**src/hw/rtl/u8u16_pkg.sv**
```systemverilog
// shared types and constants of the utf-8 to utf-16 transcoder
package u8u16_pkg;

    // default depth of the job queue between front and back
    localparam int unsigned QUEUE_DEPTH = 4;

    // replacement character
    localparam logic [15:0] UNIT_REPL = 16'hFFFD;

    // surrogate bases and code point limits
    localparam logic [15:0] SURR_HI_BASE = 16'hD800;
    localparam logic [15:0] SURR_LO_BASE = 16'hDC00;
    localparam logic [20:0] CP_MIN_2     = 21'h000080;
    localparam logic [20:0] CP_MIN_3     = 21'h000800;
    localparam logic [20:0] CP_MIN_4     = 21'h010000;
    localparam logic [20:0] CP_MAX       = 21'h10FFFF;
    localparam logic [20:0] CP_SURR_LO   = 21'h00D800;
    localparam logic [20:0] CP_SURR_HI   = 21'h00DFFF;

    // number of units after the leading replacements
    localparam logic [1:0] TAIL_NONE = 2'd0;
    localparam logic [1:0] TAIL_ONE  = 2'd1;
    localparam logic [1:0] TAIL_PAIR = 2'd2;

    // one classified byte: replacements first, then the tail units
    typedef struct packed {
        logic [1:0]  n_rep;
        logic [1:0]  tail_cnt;
        logic        tail_rep;
        logic [15:0] unit0;
        logic [15:0] unit1;
        logic        eot;
    } u8u16_job_t;

endpackage

```
**src/hw/rtl/utf8_to_utf16_transcoder.sv**
```systemverilog
// top level of the utf-8 to utf-16 transcoder
// Takes one UTF-8 byte per transaction (push/full) and delivers UTF-16 code units
// (empty/pop), one per cycle while pop is high. The front part accepts a byte every
// cycle while the job queue (QUEUE_DEPTH entries) has room; a byte that completes or
// breaks a sequence becomes one job of up to four units. The back part retires one
// unit per cycle while pop is high, so well-formed text runs at one byte per cycle
// except that a code point above U+FFFF yields a surrogate pair of two units, and runs
// of replacements for malformed input fill the queue and hold full high until it
// drains. A byte's first result passes through the job queue and then the current-job
// register of the back part before it reaches the result ports. Lead bytes give no
// result until their sequence completes or is cut off.
module utf8_to_utf16_transcoder
#(
    parameter int unsigned QUEUE_DEPTH = u8u16_pkg::QUEUE_DEPTH
)
(
    input  logic        clk,
    input  logic        rst_n,
    input  logic        push,
    output logic        full,
    input  logic [7:0]  in_byte,
    input  logic        end_of_text,
    output logic        empty,
    input  logic        pop,
    output logic [15:0] code_unit,
    output logic        replaced,
    output logic        run_last,
    output logic        text_last
);
    import u8u16_pkg::*;

    logic        in_take;
    logic        job_valid;
    u8u16_job_t  job_front;
    u8u16_job_t  job_head;
    logic        q_full;
    logic        q_nonempty;
    logic        job_take;

    assign full    = q_full;
    assign in_take = push && !q_full;

    // byte classification
    u8u16_front u_front
    (
        .clk         (clk),
        .rst_n       (rst_n),
        .in_take     (in_take),
        .in_byte     (in_byte),
        .end_of_text (end_of_text),
        .job_valid   (job_valid),
        .job         (job_front)
    );

    // job queue
    u8u16_queue #(.DEPTH(QUEUE_DEPTH)) u_queue
    (
        .clk      (clk),
        .rst_n    (rst_n),
        .wr_en    (job_valid),
        .wr_data  (job_front),
        .full     (q_full),
        .rd_en    (job_take),
        .rd_data  (job_head),
        .nonempty (q_nonempty)
    );

    // unit emission
    u8u16_back u_back
    (
        .clk       (clk),
        .rst_n     (rst_n),
        .job_avail (q_nonempty),
        .job_in    (job_head),
        .job_take  (job_take),
        .empty     (empty),
        .pop       (pop),
        .code_unit (code_unit),
        .replaced  (replaced),
        .run_last  (run_last),
        .text_last (text_last)
    );

endmodule

```
**src/hw/rtl/u8u16_front.sv**
```systemverilog
// front part: sequence state and classification of each byte into a job
module u8u16_front
(
    input  logic                   clk,
    input  logic                   rst_n,
    input  logic                   in_take,
    input  logic [7:0]             in_byte,
    input  logic                   end_of_text,
    output logic                   job_valid,
    output u8u16_pkg::u8u16_job_t  job
);
    import u8u16_pkg::*;

    logic [1:0]  seq_len_reg, seq_len_next;
    logic [1:0]  seen_reg, seen_next;
    logic [20:0] part_reg, part_next;

    logic        pending, is_cont;
    logic [1:0]  seen_inc;
    logic [20:0] cp_new;
    logic        cp_bad;
    logic [19:0] cp_off;

    logic        st_ascii, st_lead;
    logic [1:0]  st_len;
    logic [20:0] st_part;

    assign pending  = (seq_len_reg != 2'd0);
    assign is_cont  = (in_byte[7:6] == 2'b10);
    assign seen_inc = seen_reg + 2'd1;
    assign cp_new   = {part_reg[14:0], in_byte[5:0]};
    assign cp_off   = 20'(cp_new - CP_MIN_4);

    // range checks of a completed sequence
    always_comb
    begin
        case (seq_len_reg)
            2'd1:    cp_bad = (cp_new < CP_MIN_2);
            2'd2:    cp_bad = (cp_new < CP_MIN_3) ||
                              ((cp_new >= CP_SURR_LO) && (cp_new <= CP_SURR_HI));
            default: cp_bad = (cp_new < CP_MIN_4) || (cp_new > CP_MAX);
        endcase
    end

    // classification of a byte with no sequence pending
    always_comb
    begin
        st_ascii = (in_byte[7] == 1'b0);
        st_lead  = 1'b1;
        st_len   = 2'd0;
        st_part  = '0;
        if (in_byte[7:5] == 3'b110)
        begin
            st_len  = 2'd1;
            st_part = {16'd0, in_byte[4:0]};
        end
        else if (in_byte[7:4] == 4'b1110)
        begin
            st_len  = 2'd2;
            st_part = {17'd0, in_byte[3:0]};
        end
        else if (in_byte[7:3] == 5'b11110)
        begin
            st_len  = 2'd3;
            st_part = {18'd0, in_byte[2:0]};
        end
        else
        begin
            st_lead = 1'b0;
        end
    end

    // job and next sequence state
    always_comb
    begin
        seq_len_next  = seq_len_reg;
        seen_next     = seen_reg;
        part_next     = part_reg;
        job.n_rep     = 2'd0;
        job.tail_cnt  = TAIL_NONE;
        job.tail_rep  = 1'b0;
        job.unit0     = UNIT_REPL;
        job.unit1     = UNIT_REPL;
        job.eot       = end_of_text;

        if (pending && is_cont)
        begin
            part_next = cp_new;
            seen_next = seen_inc;
            if (seen_inc >= seq_len_reg)
            begin
                seq_len_next = 2'd0;
                seen_next    = 2'd0;
                part_next    = '0;
                if (cp_bad)
                begin
                    job.tail_cnt = TAIL_ONE;
                    job.tail_rep = 1'b1;
                end
                else if (cp_new > 21'h00FFFF)
                begin
                    job.tail_cnt = TAIL_PAIR;
                    job.unit0    = SURR_HI_BASE + {6'd0, cp_off[19:10]};
                    job.unit1    = SURR_LO_BASE + {6'd0, cp_off[9:0]};
                end
                else
                begin
                    job.tail_cnt = TAIL_ONE;
                    job.unit0    = cp_new[15:0];
                end
            end
            else if (end_of_text)
            begin
                job.n_rep = seen_inc + 2'd1;
            end
        end
        else
        begin
            // truncated sequence: one replacement per buffered byte
            if (pending)
            begin
                job.n_rep = seen_inc;
            end
            seq_len_next = 2'd0;
            seen_next    = 2'd0;
            part_next    = '0;
            if (st_ascii)
            begin
                job.tail_cnt = TAIL_ONE;
                job.unit0    = {8'd0, in_byte};
            end
            else if (st_lead)
            begin
                if (end_of_text)
                begin
                    job.tail_cnt = TAIL_ONE;
                    job.tail_rep = 1'b1;
                end
                else
                begin
                    seq_len_next = st_len;
                    part_next    = st_part;
                end
            end
            else
            begin
                job.tail_cnt = TAIL_ONE;
                job.tail_rep = 1'b1;
            end
        end

        if (end_of_text)
        begin
            seq_len_next = 2'd0;
            seen_next    = 2'd0;
            part_next    = '0;
        end
    end

    assign job_valid = in_take && ((job.n_rep != 2'd0) || (job.tail_cnt != TAIL_NONE));

    // sequence state registers
    always_ff @(posedge clk or negedge rst_n)
    begin
        if (!rst_n)
        begin
            seq_len_reg <= 2'd0;
            seen_reg    <= 2'd0;
            part_reg    <= '0;
        end
        else if (in_take)
        begin
            seq_len_reg <= seq_len_next;
            seen_reg    <= seen_next;
            part_reg    <= part_next;
        end
    end

endmodule

```
**src/hw/rtl/u8u16_queue.sv**
```systemverilog
// job queue between the front and back parts
module u8u16_queue
#(
    parameter int unsigned DEPTH = u8u16_pkg::QUEUE_DEPTH
)
(
    input  logic                   clk,
    input  logic                   rst_n,
    input  logic                   wr_en,
    input  u8u16_pkg::u8u16_job_t  wr_data,
    output logic                   full,
    input  logic                   rd_en,
    output u8u16_pkg::u8u16_job_t  rd_data,
    output logic                   nonempty
);
    import u8u16_pkg::*;

    localparam int unsigned PTR_W = (DEPTH > 1) ? $clog2(DEPTH) : 1;
    localparam int unsigned CNT_W = $clog2(DEPTH + 1);
    localparam logic [PTR_W-1:0] PTR_LAST = PTR_W'(DEPTH - 1);
    localparam logic [CNT_W-1:0] CNT_FULL = CNT_W'(DEPTH);

    u8u16_job_t       mem_reg [DEPTH];
    logic [PTR_W-1:0] wr_ptr_reg, rd_ptr_reg;
    logic [CNT_W-1:0] count_reg;

    assign full     = (count_reg == CNT_FULL);
    assign nonempty = (count_reg != '0);
    assign rd_data  = mem_reg[rd_ptr_reg];

    // storage
    always_ff @(posedge clk)
    begin
        if (wr_en)
        begin
            mem_reg[wr_ptr_reg] <= wr_data;
        end
    end

    // pointers and fill count
    always_ff @(posedge clk or negedge rst_n)
    begin
        if (!rst_n)
        begin
            wr_ptr_reg <= '0;
            rd_ptr_reg <= '0;
            count_reg  <= '0;
        end
        else
        begin
            if (wr_en)
            begin
                wr_ptr_reg <= (wr_ptr_reg == PTR_LAST) ? '0 : wr_ptr_reg + 1'b1;
            end
            if (rd_en)
            begin
                rd_ptr_reg <= (rd_ptr_reg == PTR_LAST) ? '0 : rd_ptr_reg + 1'b1;
            end
            if (wr_en && !rd_en)
            begin
                count_reg <= count_reg + 1'b1;
            end
            else if (rd_en && !wr_en)
            begin
                count_reg <= count_reg - 1'b1;
            end
        end
    end

endmodule

```
**src/hw/rtl/u8u16_back.sv**
```systemverilog
// back part: expands one job into its code units, one transaction per cycle while pop is high
module u8u16_back
(
    input  logic                   clk,
    input  logic                   rst_n,
    input  logic                   job_avail,
    input  u8u16_pkg::u8u16_job_t  job_in,
    output logic                   job_take,
    output logic                   empty,
    input  logic                   pop,
    output logic [15:0]            code_unit,
    output logic                   replaced,
    output logic                   run_last,
    output logic                   text_last
);
    import u8u16_pkg::*;

    u8u16_job_t  cur_reg;
    logic        cur_valid_reg;
    logic [1:0]  idx_reg;

    logic [2:0]  total;
    logic [1:0]  tail_idx;
    logic        is_last;
    logic        retire;

    assign total    = {1'b0, cur_reg.n_rep} + {1'b0, cur_reg.tail_cnt};
    assign tail_idx = idx_reg - cur_reg.n_rep;
    assign is_last  = ({1'b0, idx_reg} == (total - 3'd1));
    assign retire   = cur_valid_reg && pop && is_last;
    assign job_take = job_avail && (!cur_valid_reg || retire);
    assign empty    = !cur_valid_reg;

    // unit selection for the current index
    always_comb
    begin
        if (idx_reg < cur_reg.n_rep)
        begin
            code_unit = UNIT_REPL;
            replaced  = 1'b1;
        end
        else if (tail_idx == 2'd0)
        begin
            code_unit = cur_reg.unit0;
            replaced  = cur_reg.tail_rep;
        end
        else
        begin
            code_unit = cur_reg.unit1;
            replaced  = 1'b0;
        end
    end

    assign run_last  = is_last;
    assign text_last = is_last && cur_reg.eot;

    // current job and result index
    always_ff @(posedge clk or negedge rst_n)
    begin
        if (!rst_n)
        begin
            cur_valid_reg <= 1'b0;
            idx_reg       <= 2'd0;
        end
        else if (job_take)
        begin
            cur_valid_reg <= 1'b1;
            idx_reg       <= 2'd0;
        end
        else if (retire)
        begin
            cur_valid_reg <= 1'b0;
            idx_reg       <= 2'd0;
        end
        else if (cur_valid_reg && pop)
        begin
            idx_reg <= idx_reg + 2'd1;
        end
    end

    // job payload
    always_ff @(posedge clk)
    begin
        if (job_take)
        begin
            cur_reg <= job_in;
        end
    end

endmodule

```
**config.mk**
```make
export PLATFORM = sky130hd
export DESIGN_NAME = utf8_to_utf16_transcoder
export DESIGN_NICKNAME = d
export VERILOG_FILES = /design/src/hw/rtl/u8u16_pkg.sv /design/src/hw/rtl/utf8_to_utf16_transcoder.sv /design/src/hw/rtl/u8u16_front.sv /design/src/hw/rtl/u8u16_queue.sv /design/src/hw/rtl/u8u16_back.sv
export SDC_FILE = /design/constraint.sdc
export NUM_CORES = 1
export LEC_CHECK = 0
export BUFFER_PORTS_ARGS = -buffer_cell sky130_fd_sc_hd__buf_2
export CELL_PAD_IN_SITES_DETAIL_PLACEMENT = 1
export CELL_PAD_IN_SITES_GLOBAL_PLACEMENT = 1
export CORE_ASPECT_RATIO = 1.2
export CORE_UTILIZATION = 23
export DETAILED_ROUTE_END_ITERATION = 12
export PLACE_DENSITY_LB_ADDON = 0.1
export SLEW_MARGIN = 5
export SYNTH_ARGS = -nofsm -noshare
export SYNTH_HDL_FRONTEND = slang
export SYNTH_SLANG_ARGS = --single-unit
export TNS_END_PERCENT = 30
```
**constraint.sdc**
```tcl
create_clock -name clk -period 5.82 [get_ports clk]
set_input_delay 0.291 -clock clk [delete_from_list [all_inputs] [get_ports clk]]
set_output_delay 0.291 -clock clk [all_outputs]
set_load 0.05 [all_outputs]
```
Yosys cells after proc, flatten, opt, wreduce, memory -nomap -nowiden
Memory sizes are Yosys's and may differ from the RTL's. A register that Yosys moved wholly into a read port is not among the register bits.
Index checks and enable logic that the tools add are counted.
Widths: inputs -> output; s select.
{"block": "totals", "reg_bits": 29, "ramBits": 152, "wordCells": 124, "n_memories": 1}
{"block": "op_classes", "add_sub_neg": 13, "magnitude_cmp": 9, "eq_ne": 11, "mux": 55, "reduce_logical": 27}
{"name": "u_queue.mem_reg", "depth": 4, "word_bits": 38, "read_ports": 1, "rd_ports_with_merged_regs": 1, "wr": 1, "line": "u8u16_queue.sv:23", "source": "u8u16_job_t mem_reg [DEPTH];"}
{"operator": "$mux 16", "count": 6}
{"operator": "$mux 15", "count": 6}
{"operator": "$mux 2", "count": 23}
{"operator": "$mux 35", "count": 1}
{"operator": "$add 15x11->16 const A", "count": 2}
{"operator": "$mux 32", "count": 1}
{"operator": "$ge 21x16->1 const B", "count": 1}
{"operator": "$gt 21x16->1 const B", "count": 1}
{"operator": "$gt 21x21->1 const B", "count": 1}
{"operator": "$le 21x16->1 const B", "count": 1}
{"operator": "$lt 21x12->1 const B", "count": 1}
{"operator": "$lt 21x17->1 const B", "count": 1}
{"operator": "$lt 21x8->1 const B", "count": 1}
{"operator": "$mux 21", "count": 1}
{"operator": "$sub 20x17->20 const B", "count": 1}
{"operator": "$mux 3", "count": 4}
{"operator": "$mux 1", "count": 11}
{"operator": "$add 2x1->2 const B", "count": 5}
{"operator": "$logic_and 1x1->1", "count": 10}
{"operator": "$reduce_bool 2->1", "count": 5}
{"operator": "$eq 2x2->1 const B", "count": 4}
{"operator": "$eq 3x3->1 const B", "count": 2}
{"operator": "$reduce_bool 3->1", "count": 2}
{"operator": "$sub 3x1->3 const B", "count": 2}
{"operator": "other kinds (16)", "count": 22}

Longest topological paths before layout
{"block": "depth", "word_depth": 14, "mapped_depth": 15, "mapped_depth_nobuf": 15}

By module
A second synthesis with hierarchy kept.
{"block": "unflattened", "cells_unflattened": 579, "area_unflattened_um2": 9345.2}
{"mod": "u8u16_queue", "instances": 1, "cells_per_inst": 236, "area_per_inst_um2": 5948.2}
{"mod": "u8u16_back", "instances": 1, "cells_per_inst": 131, "area_per_inst_um2": 1691.6}
{"mod": "u8u16_front", "instances": 1, "cells_per_inst": 211, "area_per_inst_um2": 1691.6}
{"mod": "utf8_to_utf16_transcoder", "instances": 1, "cells_per_inst": 1, "area_per_inst_um2": 13.8}

Least setup slack after synthesis
OpenSTA, ideal clock, no wires.
{"block": "synth_path", "path_kind": "reg2reg", "startpoint": "reg, netlist name u_back.cur_reg[37]", "endpoint": "reg u_queue.count_reg[1]", "arrival_ns": 5.430, "slack_ns": 0.266, "stages_incl_launch_ff": 14, "n_path_buf": 0, "cell_sequence": "edfxtp_1 -> inv_1 -> ha_1 -> inv_1 -> ha_1 -> xor2_1 -> nor3_1 -> nand2_1 -> a21oi_1 -> inv_1 -> ha_1 -> inv_1 -> fa_1 -> mux2_2"}
{"block": "synth_between", "elab_chain_cells": 9, "word_cells_on_any_way": 11, "classes_between": "add/sub (2); eq/ne (1); mux (1); reduce/logical (7)"}
{"element": "$add 2x2->3 *", "line": "u8u16_back.sv:27", "source": "assign total = {1'b0, cur_reg.n_rep} + {1'b0, cur_reg.tail_cnt};"}
{"element": "$sub 3x1->3 *", "line": "u8u16_back.sv:29", "source": "assign is_last = ({1'b0, idx_reg} == (total - 3'd1));"}
{"element": "$eq 2x3->1 *", "line": "u8u16_back.sv:29"}
{"element": "net run_last", "line": "utf8_to_utf16_transcoder.sv:27", "source": "output logic run_last,"}
{"element": "$logic_and 1x1->1 *", "line": "u8u16_back.sv:30", "source": "assign retire = cur_valid_reg && pop && is_last;"}
{"element": "$logic_or 1x1->1 *", "line": "u8u16_back.sv:31", "source": "assign job_take = job_avail && (!cur_valid_reg || retire);"}
{"element": "$logic_and 1x1->1 *", "line": "u8u16_back.sv:31"}
{"element": "net job_take", "line": "utf8_to_utf16_transcoder.sv:38", "source": "logic job_take;"}
{"element": "$logic_not 1->1", "line": "u8u16_queue.sv:59", "source": "if (wr_en && !rd_en)"}
{"element": "$logic_and 1x1->1", "line": "u8u16_queue.sv:59"}
{"element": "$mux 3 or $reduce_bool 2->1 (tied branches)"}
{"element": "to (signal assigned)", "line": "u8u16_queue.sv:61", "source": "count_reg <= count_reg + 1'b1;"}
{"element": "to (signal assigned)", "line": "u8u16_queue.sv:65", "source": "count_reg <= count_reg - 1'b1;"}
{"element": "to (decl)", "line": "u8u16_queue.sv:25", "source": "logic [CNT_W-1:0] count_reg;"}
Mark *: on every way through the listed nets, which the timed path passes. The rest lies on a longest branch.
A chain may end at the register's enable or synchronous reset.

==> reports/qor.yml <==
placement:
  post_dp_cell_area_um2: 8945
  place_hpwl_mm: 13.74
  portBuffers: 33
  finalWeightedCongestion: 0.7720
sta:
  totalNegativeSetupSlack_ns: 0
  setup_repair_after_global_routing_missed_its_margin: "no"
  fmaxAchievable_mhz: 243.3
  slew-limit-headroom_pct: 29.96
  timing.clock.skew_ns: 0.009667
  final.min_clock_period_ns: 4.110
  timing.final.crit_share_pct: 70.62
  final-hold-violation-count: 0
  timing_max_transition_violations_final: 0
  worst_slew_pin_slew_ns: 1.045
  finalSetupViolations: 0
status:
  outcome: "complete, no violations"
synthesis:
  synth.largest_area_cell: "sky130_fd_sc_hd__edfxtp_1"
  syn-mean-instance-area_um2: 16.20
  synth_flop_cell: "sky130_fd_sc_hd__edfxtp_1"
  netlist_top_cells_area: "sky130_fd_sc_hd__edfxtp_1, sky130_fd_sc_hd__mux4_2, sky130_fd_sc_hd__dfrtp_1"
  yosys-top-cells-count: "sky130_fd_sc_hd__edfxtp_1, sky130_fd_sc_hd__nand2_1, sky130_fd_sc_hd__mux4_2"
  synth-edff-count: 165
  synth_cell_type_count: 58
  synth_warnings: 0
  ys_async_sr_fraction_pct: 14.95
  syn_inst: 509
  post_synth_instance_area_um2: 8244
  yosys.cell_count.top_type: "sky130_fd_sc_hd__edfxtp_1"
  synth_seq_area_share_pct: 68.90
  mappedNetlistNets: 541
  postSynthRegisterBits: 194
  synth.top_cell.area_share_pct: 60.10
clocking:
  post_cts_resize_count: 0
  ctsRootBufferMaster: "sky130_fd_sc_hd__clkbuf_16"
  cts.clk_slew.worst_paths_ns: 0.07
  cts_buffer_depth: 2
  tritoncts_buffers: 17
  postCtsSetupRepairBufs: 0
  clock_tree_from_tritoncts: "done"
  clock-sinks: 194
  clock_tree.htree_level_count: 4
  clkLatencyLatePin_ns: 0.43
drt:
  routed-via-count: 4422
  drc_errors: 0
  drt-vias-per-instance: 4.344
  wl_per_cell_um: 20.12
  route.top_layer_used: "met4"
  wl_met1_mm: 9.383
  met2RoutedLength_mm: 10.33
  drtAntennaViolNets: 0
  dr_wl_met3_um: 410
  first_pass_detailed_route_iteration_total: 4
  postRouteWirelength_mm: 20.48
  drt-initial-drc-count: 185
grt:
  antenna_found_initial: 0
  gr-total-overflow: 0
  grt_pass1_wl_mm: 31.36
  globalRouteTotalUtil_pct: 11.87
  first_global_vias: 4807
  maximum_number_of_pins_on_one_net_before_global_route_repair: 37
worst_setup_path:
  critPathSlowestCell: "sky130_fd_sc_hd__and2_2"
  arrival_ns: 4.16
  critPathMaxStageDelay_ns: 0.87
  worst-setup-path-type: "reg2reg"
  critPathTopFamily: "compound AO/OA/AOI/OAI gates"
  timing.critical_path.required_ns: 5.87
  worst-path-max-fanout: 33
  setup.worst_path.end_class: "flip-flop"
  timing.critical_path.cells: "inv_1, ha_1, or3b_2, a211oi_2, a221oi_1, a21oi_1, a211oi_1, a31oi_4, and2_2"
  worstSetupStartpointType: "flip-flop"
  cp_num_buf_inv: 1
finish:
  num_antenna_cells: 0
  final_cell_area_um2: 9545
  layout.area.seq_um2: 5682
  number_of_fill_cells: 3748
  largest_register_ffs: 132
  nets: 575
  ratio_of_cells_with_drive_above_1_in_the_final_layout_pct: 23.02
  areaGrowthSynthToFinish_pct: 15.78
  area_taken_by_multi_input_logic_gates_um2: 2396
floorplan:
  die-width_um: 174.8
  starting_density_pct: 23.49
  num_io_pins: 34
  die_area_um2: 36610
  die_h_um: 209.4
  core_region_area_um2: 35100
  num_rows: 75
pwr:
  ir_drop_v: 0.0001715
  pwr_density_cell_nw_per_um2: 490.7
  total_leakage_power_nw: 3.187
min_path:
  holdCritPathClass: "in2reg"
flow_run:
  drv.max_cap_violation_count: 0
-- cell type report --
cell class              count  share of cell area, %
clock buffers              24                  5.400
clock inverters             8                 0.7865
inverters                  23                 0.9044
multi-input cells         268                  25.10
flip-flops and latches    194                  59.52
well taps                 462                  6.056
repair buffers             39                  2.228
-- layout by cell type, fill, tap and decap left out, drive strengths merged, types with 4 or more instances in the layout --
master / synthesis / layout
or2: 6 / 6
mux2i: 4 / 4
or3: 6 / 6
nor4: 5 / 5
ha: 18 / 18
nand2: 44 / 44
xor2: 5 / 5
dfrtp: 29 / 29
a22o: 14 / 14
inv: 23 / 23
mux4: 33 / 33
mux2: 6 / 6
nand3: 18 / 18
and2: 7 / 7
a211oi: 4 / 4
o22a: 5 / 5
edfxtp: 165 / 165
nor2: 16 / 16
buf: 8 / 38
nor3: 7 / 7
o21ai: 9 / 9
o21a: 6 / 6
a21oi: 14 / 14
clkbuf: 16 / 24
clkinv: 0 / 4
-- metrics by stage --
step	total power, W	util (%)	hold slack [ns]	instances	setup WS (ns)
after global routing	0.004962	27.20	0.1875	1018	1.353
after global placement	0.003585	25.49	0.4549	985	1.810
after CTS	0.004803	27.20	0.1664	1018	1.609
final	0.004684	27.20	0.1909	1018	1.710
after floorplan	0.003112	-	-0.004591	509	0.2656
after detailed placement	0.003618	25.49	0.4589	985	1.656
-- cell families after synthesis --
| logic type | after synthesis | synth area share (%) |
|---|---|---|
| muxes | 43 | 10.41 |
| xor gates and xnor gates | 8 | 0.8499 |
| and+or+nand+nor | 124 | 7.786 |
| AOI/OAI and AO/OA | 74 | 6.845 |
| DFF | 194 | 68.90 |
| buffers and inverters | 47 | 2.231 |
| adders and majority gates | 19 | 2.975 |
-- where the power goes --
part / switching, W / internal [W] / leakage (nW)
Sequential: 0.0000888 / 0.00186 / 1.82
Clock: 0.000503 / 0.000665 / 0.279
Combinational: 0.00107 / 0.000492 / 1.09
-- path summary, 6_finish.rpt --
kind | from | to | slack, ns | depth (start not counted)
worst min-delay path | in_byte[0] | u_front.part_reg[0] | 0.19 | 2
min in group asynchronous | rst_n | u_queue.count_reg[2] | 0.49 | 2
max in group asynchronous | rst_n | u_queue.rd_ptr_reg[0] | 4.76 | 2
worst max register to register | u_front.seq_len_reg[0] | u_queue.mem_reg[1][9] | 1.71 | 9
worst min register to register | u_queue.count_reg[2] | u_queue.count_reg[2] | 0.50 | 1
worst max-delay path | u_front.seq_len_reg[0] | u_queue.mem_reg[1][9] | 1.71 | 9
-- layer usage --
metal  GRT usage [%]  vias up
met3           2.083       18
met2           19.73       47
li1                -     2033
met4           4.378        0
met1           15.44     2324
met5               0        -
-- worst reg2reg max path: stages, from the launching register on --
cell and delay (ns):
sky130_fd_sc_hd__dfrtp_1 0.41, sky130_fd_sc_hd__inv_1 0.08, sky130_fd_sc_hd__ha_1 0.30, sky130_fd_sc_hd__or3b_2 0.53, sky130_fd_sc_hd__a211oi_2 0.56, sky130_fd_sc_hd__a221oi_1 0.16, sky130_fd_sc_hd__a21oi_1 0.37, sky130_fd_sc_hd__a211oi_1 0.14
sky130_fd_sc_hd__a31oi_4 0.29, sky130_fd_sc_hd__and2_2 0.87
-- timing repair --
action	4_1_cts	5_1_grt
setup endpoints to repair	0	0
endpoints found under the hold margin	28	0
hold buffers	1	0
(Power assumes the default switching activity.)
